## src/rtl/srcc_pkg.sv

```systemverilog
package srcc_pkg;

  localparam int WORD_W    = 17;
  localparam int PIECE_W   = 13;
  localparam int CHK_W     = 10;
  localparam int CNT_W     = 5;
  localparam int NUM_WORDS = 8;
  localparam int NUM_FOLD  = 7;
  localparam int VALUE_W   = 64;
  localparam int ADDR_W    = 24;

  typedef logic [WORD_W-1:0]  word_t;
  typedef logic [CHK_W-1:0]   chk_t;
  typedef logic [3:0]         pos_t;
  typedef logic [VALUE_W-1:0] value_t;
  typedef logic [ADDR_W-1:0]  addr_t;

  typedef enum logic {
    OP_ENCODE = 1'b0,
    OP_DECODE = 1'b1
  } op_t;

  localparam logic [CNT_W-1:0] COUNT_ONE = 5'd1;
  localparam pos_t CHK_LAST = 4'd9;

  // starting check bit of each folded word: (7 + 17 * k) mod 10
  localparam pos_t FOLD_POS [NUM_FOLD] = '{4'd7, 4'd4, 4'd1, 4'd8, 4'd5, 4'd2, 4'd9};

  typedef struct packed {
    op_t                     op;
    word_t [NUM_WORDS-1:0]   w;
  } rec_t;

  typedef struct packed {
    op_t                     op;
    word_t [NUM_WORDS-1:0]   w;
    chk_t  [NUM_FOLD-1:0]    part;
  } fold_t;

  function automatic chk_t fold_word(word_t w, pos_t start);
    chk_t r;
    pos_t p;
    r = '0;
    p = start;
    for (int b = 0; b < WORD_W; b++) begin
      r[p] = r[p] ^ w[b];
      p = (p == CHK_LAST) ? 4'd0 : p + 4'd1;
    end
    return r;
  endfunction

endpackage

```

## src/rtl/slot_record_codec_with_checksum.sv

```systemverilog
// Slot record codec with a 10-bit check field.
// Input channel: in_valid / in_stall carry one request: opcode plus either a
// value and address (encode) or eight 17-bit record words (decode).
// Output channel: out_valid / out_stall carry one result per request: ok,
// the value and address, and the eight encoded words (zero when decoding).
// Pipeline: each request passes through three register stages, word packing,
// per-word check folding, and check combine / compare, then raises out_valid.
// Throughput: one request per cycle while the output is not stalled.
// Reset: rst (synchronous) clears all stage valid bits; no results pending.
// Stall: while out_valid is high and out_stall is high, the whole pipeline
// holds and in_stall is raised; nothing is lost or repeated. Empty output
// slots never stall the input.
module slot_record_codec_with_checksum (
  input  logic             clk,
  input  logic             rst,
  input  logic             in_valid,
  output logic             in_stall,
  input  logic             opcode,
  input  srcc_pkg::value_t in_value,
  input  srcc_pkg::addr_t  in_address,
  input  srcc_pkg::word_t  in_word0,
  input  srcc_pkg::word_t  in_word1,
  input  srcc_pkg::word_t  in_word2,
  input  srcc_pkg::word_t  in_word3,
  input  srcc_pkg::word_t  in_word4,
  input  srcc_pkg::word_t  in_word5,
  input  srcc_pkg::word_t  in_word6,
  input  srcc_pkg::word_t  in_word7,
  output logic             out_valid,
  input  logic             out_stall,
  output logic             ok,
  output srcc_pkg::value_t out_value,
  output srcc_pkg::addr_t  out_address,
  output srcc_pkg::word_t  out_word0,
  output srcc_pkg::word_t  out_word1,
  output srcc_pkg::word_t  out_word2,
  output srcc_pkg::word_t  out_word3,
  output srcc_pkg::word_t  out_word4,
  output srcc_pkg::word_t  out_word5,
  output srcc_pkg::word_t  out_word6,
  output srcc_pkg::word_t  out_word7
);
  import srcc_pkg::*;

  logic  adv;
  logic  s1_vld;
  rec_t  s1;
  logic  s2_vld;
  fold_t s2;

  assign adv      = !(out_valid && out_stall);
  assign in_stall = !adv;

  srcc_pack u_pack (
    .clk        (clk),
    .rst        (rst),
    .adv        (adv),
    .in_vld     (in_valid),
    .opcode     (opcode),
    .in_value   (in_value),
    .in_address (in_address),
    .in_word0   (in_word0),
    .in_word1   (in_word1),
    .in_word2   (in_word2),
    .in_word3   (in_word3),
    .in_word4   (in_word4),
    .in_word5   (in_word5),
    .in_word6   (in_word6),
    .in_word7   (in_word7),
    .s1_vld     (s1_vld),
    .s1         (s1)
  );

  srcc_fold u_fold (
    .clk    (clk),
    .rst    (rst),
    .adv    (adv),
    .s1_vld (s1_vld),
    .s1     (s1),
    .s2_vld (s2_vld),
    .s2     (s2)
  );

  srcc_check u_check (
    .clk         (clk),
    .rst         (rst),
    .adv         (adv),
    .s2_vld      (s2_vld),
    .s2          (s2),
    .out_valid   (out_valid),
    .ok          (ok),
    .out_value   (out_value),
    .out_address (out_address),
    .out_word0   (out_word0),
    .out_word1   (out_word1),
    .out_word2   (out_word2),
    .out_word3   (out_word3),
    .out_word4   (out_word4),
    .out_word5   (out_word5),
    .out_word6   (out_word6),
    .out_word7   (out_word7)
  );

`ifndef ASSERT_OFF
  a_encode_ok : assert property (@(posedge clk) disable iff (rst)
    out_valid && out_word0 != '0 |-> ok)
    else $error("encoded record not flagged ok");

  a_reject_zero : assert property (@(posedge clk) disable iff (rst)
    out_valid && !ok |-> out_value == '0 && out_address == '0)
    else $error("rejected record carries data");

  a_encode_fields : assert property (@(posedge clk) disable iff (rst)
    out_valid && out_word0 != '0 |->
      out_word0[CNT_W-1:0] == COUNT_ONE && out_word2[12:10] == out_address[23:21])
    else $error("encoded record fields mismatch");
`endif

endmodule

```

## src/rtl/srcc_pack.sv

```systemverilog
module srcc_pack (
  input  logic                clk,
  input  logic                rst,
  input  logic                adv,
  input  logic                in_vld,
  input  logic                opcode,
  input  srcc_pkg::value_t    in_value,
  input  srcc_pkg::addr_t     in_address,
  input  srcc_pkg::word_t     in_word0,
  input  srcc_pkg::word_t     in_word1,
  input  srcc_pkg::word_t     in_word2,
  input  srcc_pkg::word_t     in_word3,
  input  srcc_pkg::word_t     in_word4,
  input  srcc_pkg::word_t     in_word5,
  input  srcc_pkg::word_t     in_word6,
  input  srcc_pkg::word_t     in_word7,
  output logic                s1_vld,
  output srcc_pkg::rec_t      s1
);
  import srcc_pkg::*;

  rec_t s1_next;

  always_comb begin
    s1_next = '0;
    s1_next.op = op_t'(opcode);
    case (op_t'(opcode))
      OP_ENCODE: begin
        s1_next.w[0] = {4'b0, in_address[7:0], COUNT_ONE};
        s1_next.w[1] = {4'b0, in_address[20:8]};
        s1_next.w[2] = {4'b0, in_address[23:21], 10'b0};
        for (int i = 0; i < 4; i++) begin
          s1_next.w[3+i] = {4'b0, in_value[PIECE_W*i +: PIECE_W]};
        end
        s1_next.w[7] = {5'b0, in_value[63:52]};
      end
      OP_DECODE: begin
        s1_next.w = {in_word7, in_word6, in_word5, in_word4,
                     in_word3, in_word2, in_word1, in_word0};
      end
      default: begin
        s1_next = '0;
      end
    endcase
  end

  always_ff @(posedge clk) begin
    if (rst) begin
      s1_vld <= 1'b0;
    end else if (adv) begin
      s1_vld <= in_vld;
    end
  end

  always_ff @(posedge clk) begin
    if (adv) begin
      s1 <= s1_next;
    end
  end

endmodule

```

## src/rtl/srcc_fold.sv

```systemverilog
module srcc_fold (
  input  logic            clk,
  input  logic            rst,
  input  logic            adv,
  input  logic            s1_vld,
  input  srcc_pkg::rec_t  s1,
  output logic            s2_vld,
  output srcc_pkg::fold_t s2
);
  import srcc_pkg::*;

  fold_t s2_next;

  always_comb begin
    s2_next.op = s1.op;
    s2_next.w  = s1.w;
    for (int k = 0; k < NUM_FOLD; k++) begin
      s2_next.part[k] = fold_word(s1.w[(k < 2) ? k : k + 1], FOLD_POS[k]);
    end
  end

  always_ff @(posedge clk) begin
    if (rst) begin
      s2_vld <= 1'b0;
    end else if (adv) begin
      s2_vld <= s1_vld;
    end
  end

  always_ff @(posedge clk) begin
    if (adv) begin
      s2 <= s2_next;
    end
  end

endmodule

```

## src/rtl/srcc_check.sv

```systemverilog
module srcc_check (
  input  logic                clk,
  input  logic                rst,
  input  logic                adv,
  input  logic                s2_vld,
  input  srcc_pkg::fold_t     s2,
  output logic                out_valid,
  output logic                ok,
  output srcc_pkg::value_t    out_value,
  output srcc_pkg::addr_t     out_address,
  output srcc_pkg::word_t     out_word0,
  output srcc_pkg::word_t     out_word1,
  output srcc_pkg::word_t     out_word2,
  output srcc_pkg::word_t     out_word3,
  output srcc_pkg::word_t     out_word4,
  output srcc_pkg::word_t     out_word5,
  output srcc_pkg::word_t     out_word6,
  output srcc_pkg::word_t     out_word7
);
  import srcc_pkg::*;

  chk_t                  chk;
  logic                  good;
  value_t                value;
  addr_t                 addr;
  logic                  ok_next;
  value_t                value_next;
  addr_t                 addr_next;
  word_t [NUM_WORDS-1:0] words_next;

  always_comb begin
    chk = {3'b0, s2.w[2][16:10]};
    for (int k = 0; k < NUM_FOLD; k++) begin
      chk = chk ^ s2.part[k];
    end
    good  = (s2.w[2][CHK_W-1:0] == chk) && (s2.w[0][CNT_W-1:0] == COUNT_ONE);
    addr  = {s2.w[2][12:10], s2.w[1][12:0], s2.w[0][12:5]};
    value = {s2.w[7][11:0], s2.w[6][12:0], s2.w[5][12:0],
             s2.w[4][12:0], s2.w[3][12:0]};
    case (s2.op)
      OP_ENCODE: begin
        ok_next       = 1'b1;
        value_next    = value;
        addr_next     = addr;
        words_next    = s2.w;
        words_next[2] = s2.w[2] | {7'b0, chk};
      end
      OP_DECODE: begin
        ok_next    = good;
        value_next = good ? value : '0;
        addr_next  = good ? addr : '0;
        words_next = '0;
      end
      default: begin
        ok_next    = 1'b0;
        value_next = '0;
        addr_next  = '0;
        words_next = '0;
      end
    endcase
  end

  always_ff @(posedge clk) begin
    if (rst) begin
      out_valid <= 1'b0;
    end else if (adv) begin
      out_valid <= s2_vld;
    end
  end

  always_ff @(posedge clk) begin
    if (adv) begin
      ok          <= ok_next;
      out_value   <= value_next;
      out_address <= addr_next;
      out_word0   <= words_next[0];
      out_word1   <= words_next[1];
      out_word2   <= words_next[2];
      out_word3   <= words_next[3];
      out_word4   <= words_next[4];
      out_word5   <= words_next[5];
      out_word6   <= words_next[6];
      out_word7   <= words_next[7];
    end
  end

endmodule
```

## config.mk

```make
export PLATFORM = sky130hd
export DESIGN_NAME = slot_record_codec_with_checksum
export DESIGN_NICKNAME = d
export VERILOG_FILES = /design/src/rtl/srcc_pkg.sv /design/src/rtl/slot_record_codec_with_checksum.sv /design/src/rtl/srcc_pack.sv /design/src/rtl/srcc_fold.sv /design/src/rtl/srcc_check.sv
export SDC_FILE = /design/constraint.sdc
export NUM_CORES = 1
export LEC_CHECK = 0
export BUFFER_PORTS_ARGS = -buffer_cell sky130_fd_sc_hd__buf_2
export CAP_MARGIN = 20
export CORE_MARGIN = 8
export CORE_UTILIZATION = 55
export CTS_BUF_LIST = sky130_fd_sc_hd__clkbuf_4 sky130_fd_sc_hd__clkbuf_8
export DETAILED_ROUTE_END_ITERATION = 8
export PLACE_DENSITY_LB_ADDON = 0.1
export SYNTH_ARGS = -nofsm -noshare
export SYNTH_HDL_FRONTEND = slang
export SYNTH_HIERARCHICAL = 1
export SYNTH_SLANG_ARGS = --single-unit
```

## constraint.sdc

```tcl
create_clock -name clk -period 20.6 [get_ports clk]
set_input_delay 2.06 -clock clk [delete_from_list [all_inputs] [get_ports clk]]
set_output_delay 2.06 -clock clk [all_outputs]
set_load 0.05 [all_outputs]
```

==> results.txt, run 1 <==
----------------------------------------------------
[Floorplan]
  Initial Util ... 0.558
  CORE AREA ... 0.0377 mm^2
  Width of the chip ... 211 um
  Die height ... 211 um
  Num rows ... 71
  I/O pin count ... 456
  Area of the die ... 0.0447 mm^2

[Critical path]
  Crit-path most repeated cell ... buf_4
  Sum of buffers and inverters on the critical path ... 4
  Required time at the worst-slack endpoint ... 20.83 ns
  Critical Path Start Type ... primary input
  Critical setup path kind ... primary input to flop
  Max incr delay on CP ... 0.89 ns
  Critical-path top delay cell ... buf_4
  Category of cells accounting for the largest share of critical-path delay ... buffers and inverters
  Worst path arrival time ... 5.38 ns
  Maximum fanout along the worst path ... 196
  CP Cell Sequence ... buf_2, nand2_4, buf_12, buf_4, buf_4
  Crit path capture type ... flop

[Cells and area]
  Layout cell share with drive strength beyond 1 ... 0.415
  Sequential cell area ... 0.0165 mm^2
  Fill cell instance count of the final layout ... 2661
  Final Instance Area ... 0.0253 mm^2
  Layout net count ... 1855
  Area of the multi-input gates ... 0.00404 mm^2
  Layout overhead on the synthesized area ... 20.3%

[Yosys]
  Top-area cell type share of the netlist area ... 0.783
  Number of standard cells after synthesis ... 1122
  Post-synth top area cell ... edfxtp_1
  Syn Nets ... 1361
  Seq cells post-synth ... 551
  Top cells by instance count after synthesis ... 548 x edfxtp_1, 202 x nor2b_1, 88 x mux2_2
  Syn_area_per_cell ... 18.7 um^2
  Warnings, synthesis ... 6
  Combined area of all synthesized cells ... 0.0210 mm^2
  Sequential cell area fraction in the yosys report ... 0.786
  Synth unique cells ... 25
  EDFF count, synth ... 548
  Post-synth top flop ... edfxtp_1
  Count leader, synth ... edfxtp_1
  Ranking of synthesized cells by area ... edfxtp_1 78%, nor2b_1 6.0%, mux2_2 4.7%, xnor2_1 2.7%, xor2_1 2.2%
  Async SR Flop Fraction ... 0

[STA]
  Post-route minimum period ... 5.15 ns
  Achievable Freq ... 0.194 GHz
  Worst slew slack as a fraction of its limit ... 0.258
  RSZ-0062 raised after global routing ... no
  Setup TNS ... 0 ns
  Final hold vios ... 0
  Layout Skew ... 0.0303 ns
  Count of pins over their slew limit ... 0
  Final-report setup violation count ... 0
  Pin slew with the least headroom to its limit ... 1.11 ns
  Post-route fraction of the period consumed by the critical path ... 0.250

[Drt]
  Routed WL ... 45.6 mm
  Detailed-routing iteration count for the pre-antenna-repair pass ... 4
  Routed len/inst ... 20.7 um
  Residual antenna-violating net count after detailed routing ... 0
  Detailed-route via count ... 10716
  Drc violations ... 0
  Average vias per placed instance ... 4.87
  Number of design-rule violations left by the first detailed-router iteration ... 686

[CTS]
  Clock transition at path regs ... 0.06 ns
  H-tree level count ... 3
  Maximum clock path buffer count ... 3
  Clock buffers created by TritonCTS ... 87
  Number of post-CTS setup repair buffers ... 0
  Clock Latency Late Sink ... 0.62 ns
  Clock Sink Count ... 551
  Clock Root Buffer ... clkbuf_8
  CTS Hold Buffers Added ... 0
  CTS tree ... done
  Post-CTS sizing ... 0

[Pwr]
  Part of the total power dissipated in sequential elements ... 0.518
  Sw Share ... 0.273
  Lkg Pwr ... 10.6 nW
  Peak ir drop on the vdd network ... 58.3 uV
  Total net switching power ... 0.742 mW
  Power density over the cells ... 107 mW/mm^2
  Internal Power ... 1.97 mW
  Logic pwr share ... 0.161
  Clock network power share ... 0.321
  Power Total ... 2.72 mW

[GRT]
  Sum of overflow across all layers after global routing ... 0
  All-layer global routing usage ... 0.198
  Maximum number of pins on one net before global-route repair ... 197
  Via count of the first global-routing pass ... 11245
  First-pass GRT wire length ... 65.8 mm
  Number of antenna violations at the first check in global routing ... 8

[Placement]
  Placer Congestion ... 0.788
  Placed cell areas ... 0.0236 mm^2
  DP HPWL ... 31.1 mm
  Number of port buffers ... 455

[Flow run]
  MaxCap Viol Count ... 0

[Worst hold path]
  Tightest Hold Check Type ... flop to flop

[Status]
  Run status ... complete, no violations

----------------------------------------------------
-- worst reg2reg max path: cells and delay by family, from the launching register on --
family | cells | cell delay, ns
buffers and inverters | 3 | 2.52
DFF | 1 | 0.35
and+or+nand+nor | 1 | 0.65
-- layout make-up --
type,count,area share
diodes,6,0.000594
clock buffers,122,0.0585
clock inverters,34,0.00678
inverters,12,0.00178
multi-input cells,499,0.160
flip-flops and latches,551,0.653
well taps,511,0.0253
repair buffers,465,0.0938
-- per-layer routing --
layer	share of wire	routed length [um]	GRT usage	vias to the layer above
met5	0.00022	10	0	-
met4	0.025	1120	0.0808	2
met1	0.40	18200	0.240	5245
met2	0.50	22800	0.329	374
met3	0.078	3550	0.0611	68
li1	-	-	-	5027
-- per-stage QoR --
step | hold slack (ns) | util | setup WS [ns] | instances
3_3_place_gp | 0.401 | 0.627 | 14.67 | 2038
5_1_grt | 0.424 | 0.671 | 15.15 | 2198
6_report | 0.418 | 0.671 | 15.45 | 2200
3_5_place_dp | 0.406 | 0.627 | 14.59 | 2038
2_1_floorplan | 0.400 | - | 5.64 | 1122
4_1_cts | 0.421 | 0.671 | 15.29 | 2194
-- sequential cells by signal (all words and copies together) (netlist names), 24 cells and up --
| name | count |
|---|---|
| u_fold/s2 | 186 |
| u_pack/s1 | 137 |
| u_check/out_value | 64 |
| u_check/out_address | 24 |
-- placed cells by master, fill, tap and decap left out, drive strengths merged --
master	instances
clkbuf	122
a41oi	1
mux2i	3
nor4	3
edfxtp	548
dfxtp	3
ha	10
nand2b	1
nor3b	1
bufinv	1
nand2	1
and2	48
nor2b	212
clkinvlp	2
xnor2	64
inv	13
mux2	88
nor2	13
xor2	52
diode	6
buf	465
clkinv	30
and2b	2
-- cell families (layout without fill, tap and decap cells) --
kind of cell / after synthesis / in the layout / share of synthesized area
xor+xnor: 116 / 116 / 0.0483
buf+inv: 72 / 633 / 0.0220
simple gates: 281 / 281 / 0.0879
fa+ha+maj: 10 / 10 / 0.00595
mux: 91 / 91 / 0.0486
flops: 551 / 551 / 0.786
other cells: 0 / 6 / 0
compound gates: 1 / 1 / 0.00131
-- power groups by stage --
stage / logic (mW) / registers, mW / clock network [mW]
2_1_floorplan: 0.170 / 1.58 / 0
3_3_place_gp: 0.439 / 1.43 / 0
3_5_place_dp: 0.443 / 1.43 / 0
4_1_cts: 0.444 / 1.41 / 0.899
5_1_grt: 0.464 / 1.42 / 0.944
6_report: 0.437 / 1.41 / 0.872
-- final timing paths --
path | startpoint | endpoint | slack, ns | cells after the start
min reg2reg | u_pack/s1[111] | u_fold/s2[51] | 0.42 | 0
min | u_pack/s1[111] | u_fold/s2[51] | 0.42 | 0
max | out_stall | u_fold/s2[116] | 15.45 | 5
max reg2reg | u_check/out_valid | u_fold/s2[116] | 16.65 | 4
No activity file was read; power rests on OpenSTA's default activity.
==> run 2: changes to the inputs <==
clock period = 4.9 ns   (was 20.6 ns; I/O delays follow)
==> run 2 against run 1 <==
- via count fell by 0.30%
- register-to-register slack worse by 15 ns
- clock skew down 0.013 ns
==> results.txt, run 2 (synthesized netlist as in run 1, its figures left out) <==
----------------------------------------------------
[Status]
  Run status ... complete, no violations

[Drt]
  Routed len/inst ... 20.9 um
  Detailed-route via count ... 10684
  Average vias per placed instance ... 4.86
  Detailed-routing iteration count for the pre-antenna-repair pass ... 5
  Routed WL ... 45.8 mm
  Number of design-rule violations left by the first detailed-router iteration ... 584
  Residual antenna-violating net count after detailed routing ... 0
  Drc violations ... 0

[CTS]
  Clock Sink Count ... 551
  Clock buffers created by TritonCTS ... 85
  Number of post-CTS setup repair buffers ... 0
  Maximum clock path buffer count ... 3
  CTS Hold Buffers Added ... 0
  Clock transition at path regs ... 0.06 ns
  Clock Latency Late Sink ... 0.62 ns
  CTS tree ... done
  Clock Root Buffer ... clkbuf_8
  H-tree level count ... 3
  Post-CTS sizing ... 0

[Pwr]
  Clock network power share ... 0.322
  Part of the total power dissipated in sequential elements ... 0.514
  Peak ir drop on the vdd network ... 293 uV
  Sw Share ... 0.273
  Lkg Pwr ... 10.6 nW
  Logic pwr share ... 0.164
  Power density over the cells ... 451 mW/mm^2
  Total net switching power ... 3.13 mW
  Internal Power ... 8.32 mW

[Critical path]
  Required time at the worst-slack endpoint ... 5.25 ns
  Critical Path Start Type ... flop
  Worst path arrival time ... 3.47 ns
  Maximum fanout along the worst path ... 25
  Critical setup path kind ... flop to flop
  Crit path capture type ... flop

[GRT]
  Maximum number of pins on one net before global-route repair ... 125
  Sum of overflow across all layers after global routing ... 0
  All-layer global routing usage ... 0.199
  Via count of the first global-routing pass ... 11081
  First-pass GRT wire length ... 66.0 mm
  Number of antenna violations at the first check in global routing ... 4

[STA]
  Post-route fraction of the period consumed by the critical path ... 0.638
  Count of pins over their slew limit ... 0
  Worst slew slack as a fraction of its limit ... 0.343
  Final hold vios ... 0
  Post-route minimum period ... 3.13 ns
  Achievable Freq ... 0.320 GHz
  Worst hold slack after final layout ... 0.0676 ns
  Setup ws final ... 1.77 ns
  Layout Skew ... 0.0171 ns
  Setup TNS ... 0 ns
  Pin slew with the least headroom to its limit ... 0.986 ns
  Final-report setup violation count ... 0
  RSZ-0062 raised after global routing ... no

[Placement]
  Placed cell areas ... 0.0237 mm^2
  Worst slack at placement ... 1.73 ns
  Number of port buffers ... 455
  DP HPWL ... 31.9 mm
  Placer Congestion ... 0.781

[Worst hold path]
  Tightest Hold Check Type ... primary input to flop

[Floorplan]
  Area of the die ... 0.0447 mm^2
  Num rows ... 71
  Die height ... 211 um
  I/O pin count ... 456
  Initial Util ... 0.558
  CORE AREA ... 0.0377 mm^2
  Width of the chip ... 211 um

[Cells and area]
  Commonest non-fill, non-tap cell in the layout ... edfxtp_1
  Sequential cell area ... 0.0165 mm^2
  Register with the most flip-flops ... u_fold/s2
  Area of the multi-input gates ... 0.00405 mm^2
  Layout cell share with drive strength beyond 1 ... 0.418
  Biggest registers after layout ... u_fold/s2 x186, u_pack/s1 x137, u_check/out_value x64
  Number of flip-flops under the largest register name ... 186
  Final Instance Area ... 0.0254 mm^2
  Layout net count ... 1857
  Leading cell types in the layout, fill and taps excluded ... 548 x edfxtp_1, 454 x buf_2, 202 x nor2b_1
  Layout overhead on the synthesized area ... 20.9%
  Fill cell instance count of the final layout ... 2669

[Flow run]
  MaxCap Viol Count ... 0

----------------------------------------------------
[run 2: cell types whose count changed in the layout (fill, tap and decap cells not counted), moves of 2 or more]
cell | previous run | this run
buf_12 | 1 | 6
diode_2 | 6 | 4
clkbuf_8 | 90 | 92
clkinv_1 | 26 | 21
[run 2: area by class of cell]
class                      instances  share of cell area
antenna                            4            0.000394
clock buffer                     123              0.0590
clock inverter                    29             0.00606
inverter                          12             0.00177
multi-input combinational        499               0.160
sequential                       551               0.650
tap                              511              0.0252
timing repair buffer             469              0.0976
[run 2: worst paths after layout]
path | start | end | slack (ns) | depth (start not counted)
setup / recovery | u_fold/s2[37] | u_check/out_value[54] | 1.77 | 8
hold / removal | rst | u_check/out_valid | 0.07 | 2
setup reg to reg | u_fold/s2[37] | u_check/out_value[54] | 1.77 | 8
hold reg to reg | u_pack/s1[26] | u_fold/s2[13] | 0.41 | 0
[run 2: worst max-delay path: stages, from the launching register on]
cell      delay, ns
edfxtp_1       0.43
xnor2_1        0.44
xnor2_1        0.25
xnor2_1        0.18
ha_1           0.33
nor4_4         0.05
a41oi_4        0.52
buf_4          0.53
nor2b_1        0.10
[run 2: power by group through the flow]
stage	Sequential (mW)	Combinational [mW]	Clock (mW)
final	5.89	1.88	3.69
after global routing	5.93	1.99	4.00
after CTS	5.89	1.91	3.78
after detailed placement	5.98	1.91	0
after global placement	5.97	1.90	0
after floorplan	6.62	0.713	0
[run 2: layer usage]
layer | vias to the layer above | GRT usage | part of all wire | wire, um
met1 | 5220 | 0.239 | 0.39 | 17900
met3 | 62 | 0.0702 | 0.086 | 3930
li1 | 5026 | - | - | -
met4 | 2 | 0.0700 | 0.023 | 1070
met2 | 374 | 0.331 | 0.50 | 23000
met5 | - | 0 | 0.00028 | 13
[run 2: through the flow]
step                std cells  utilization  total power, mW
floorplan                1122            -             7.34
global placement         2041        0.629             7.87
detailed placement       2042        0.630             7.89
CTS                      2194        0.674             11.6
global route             2197        0.674             11.9
finish                   2198        0.674             11.5
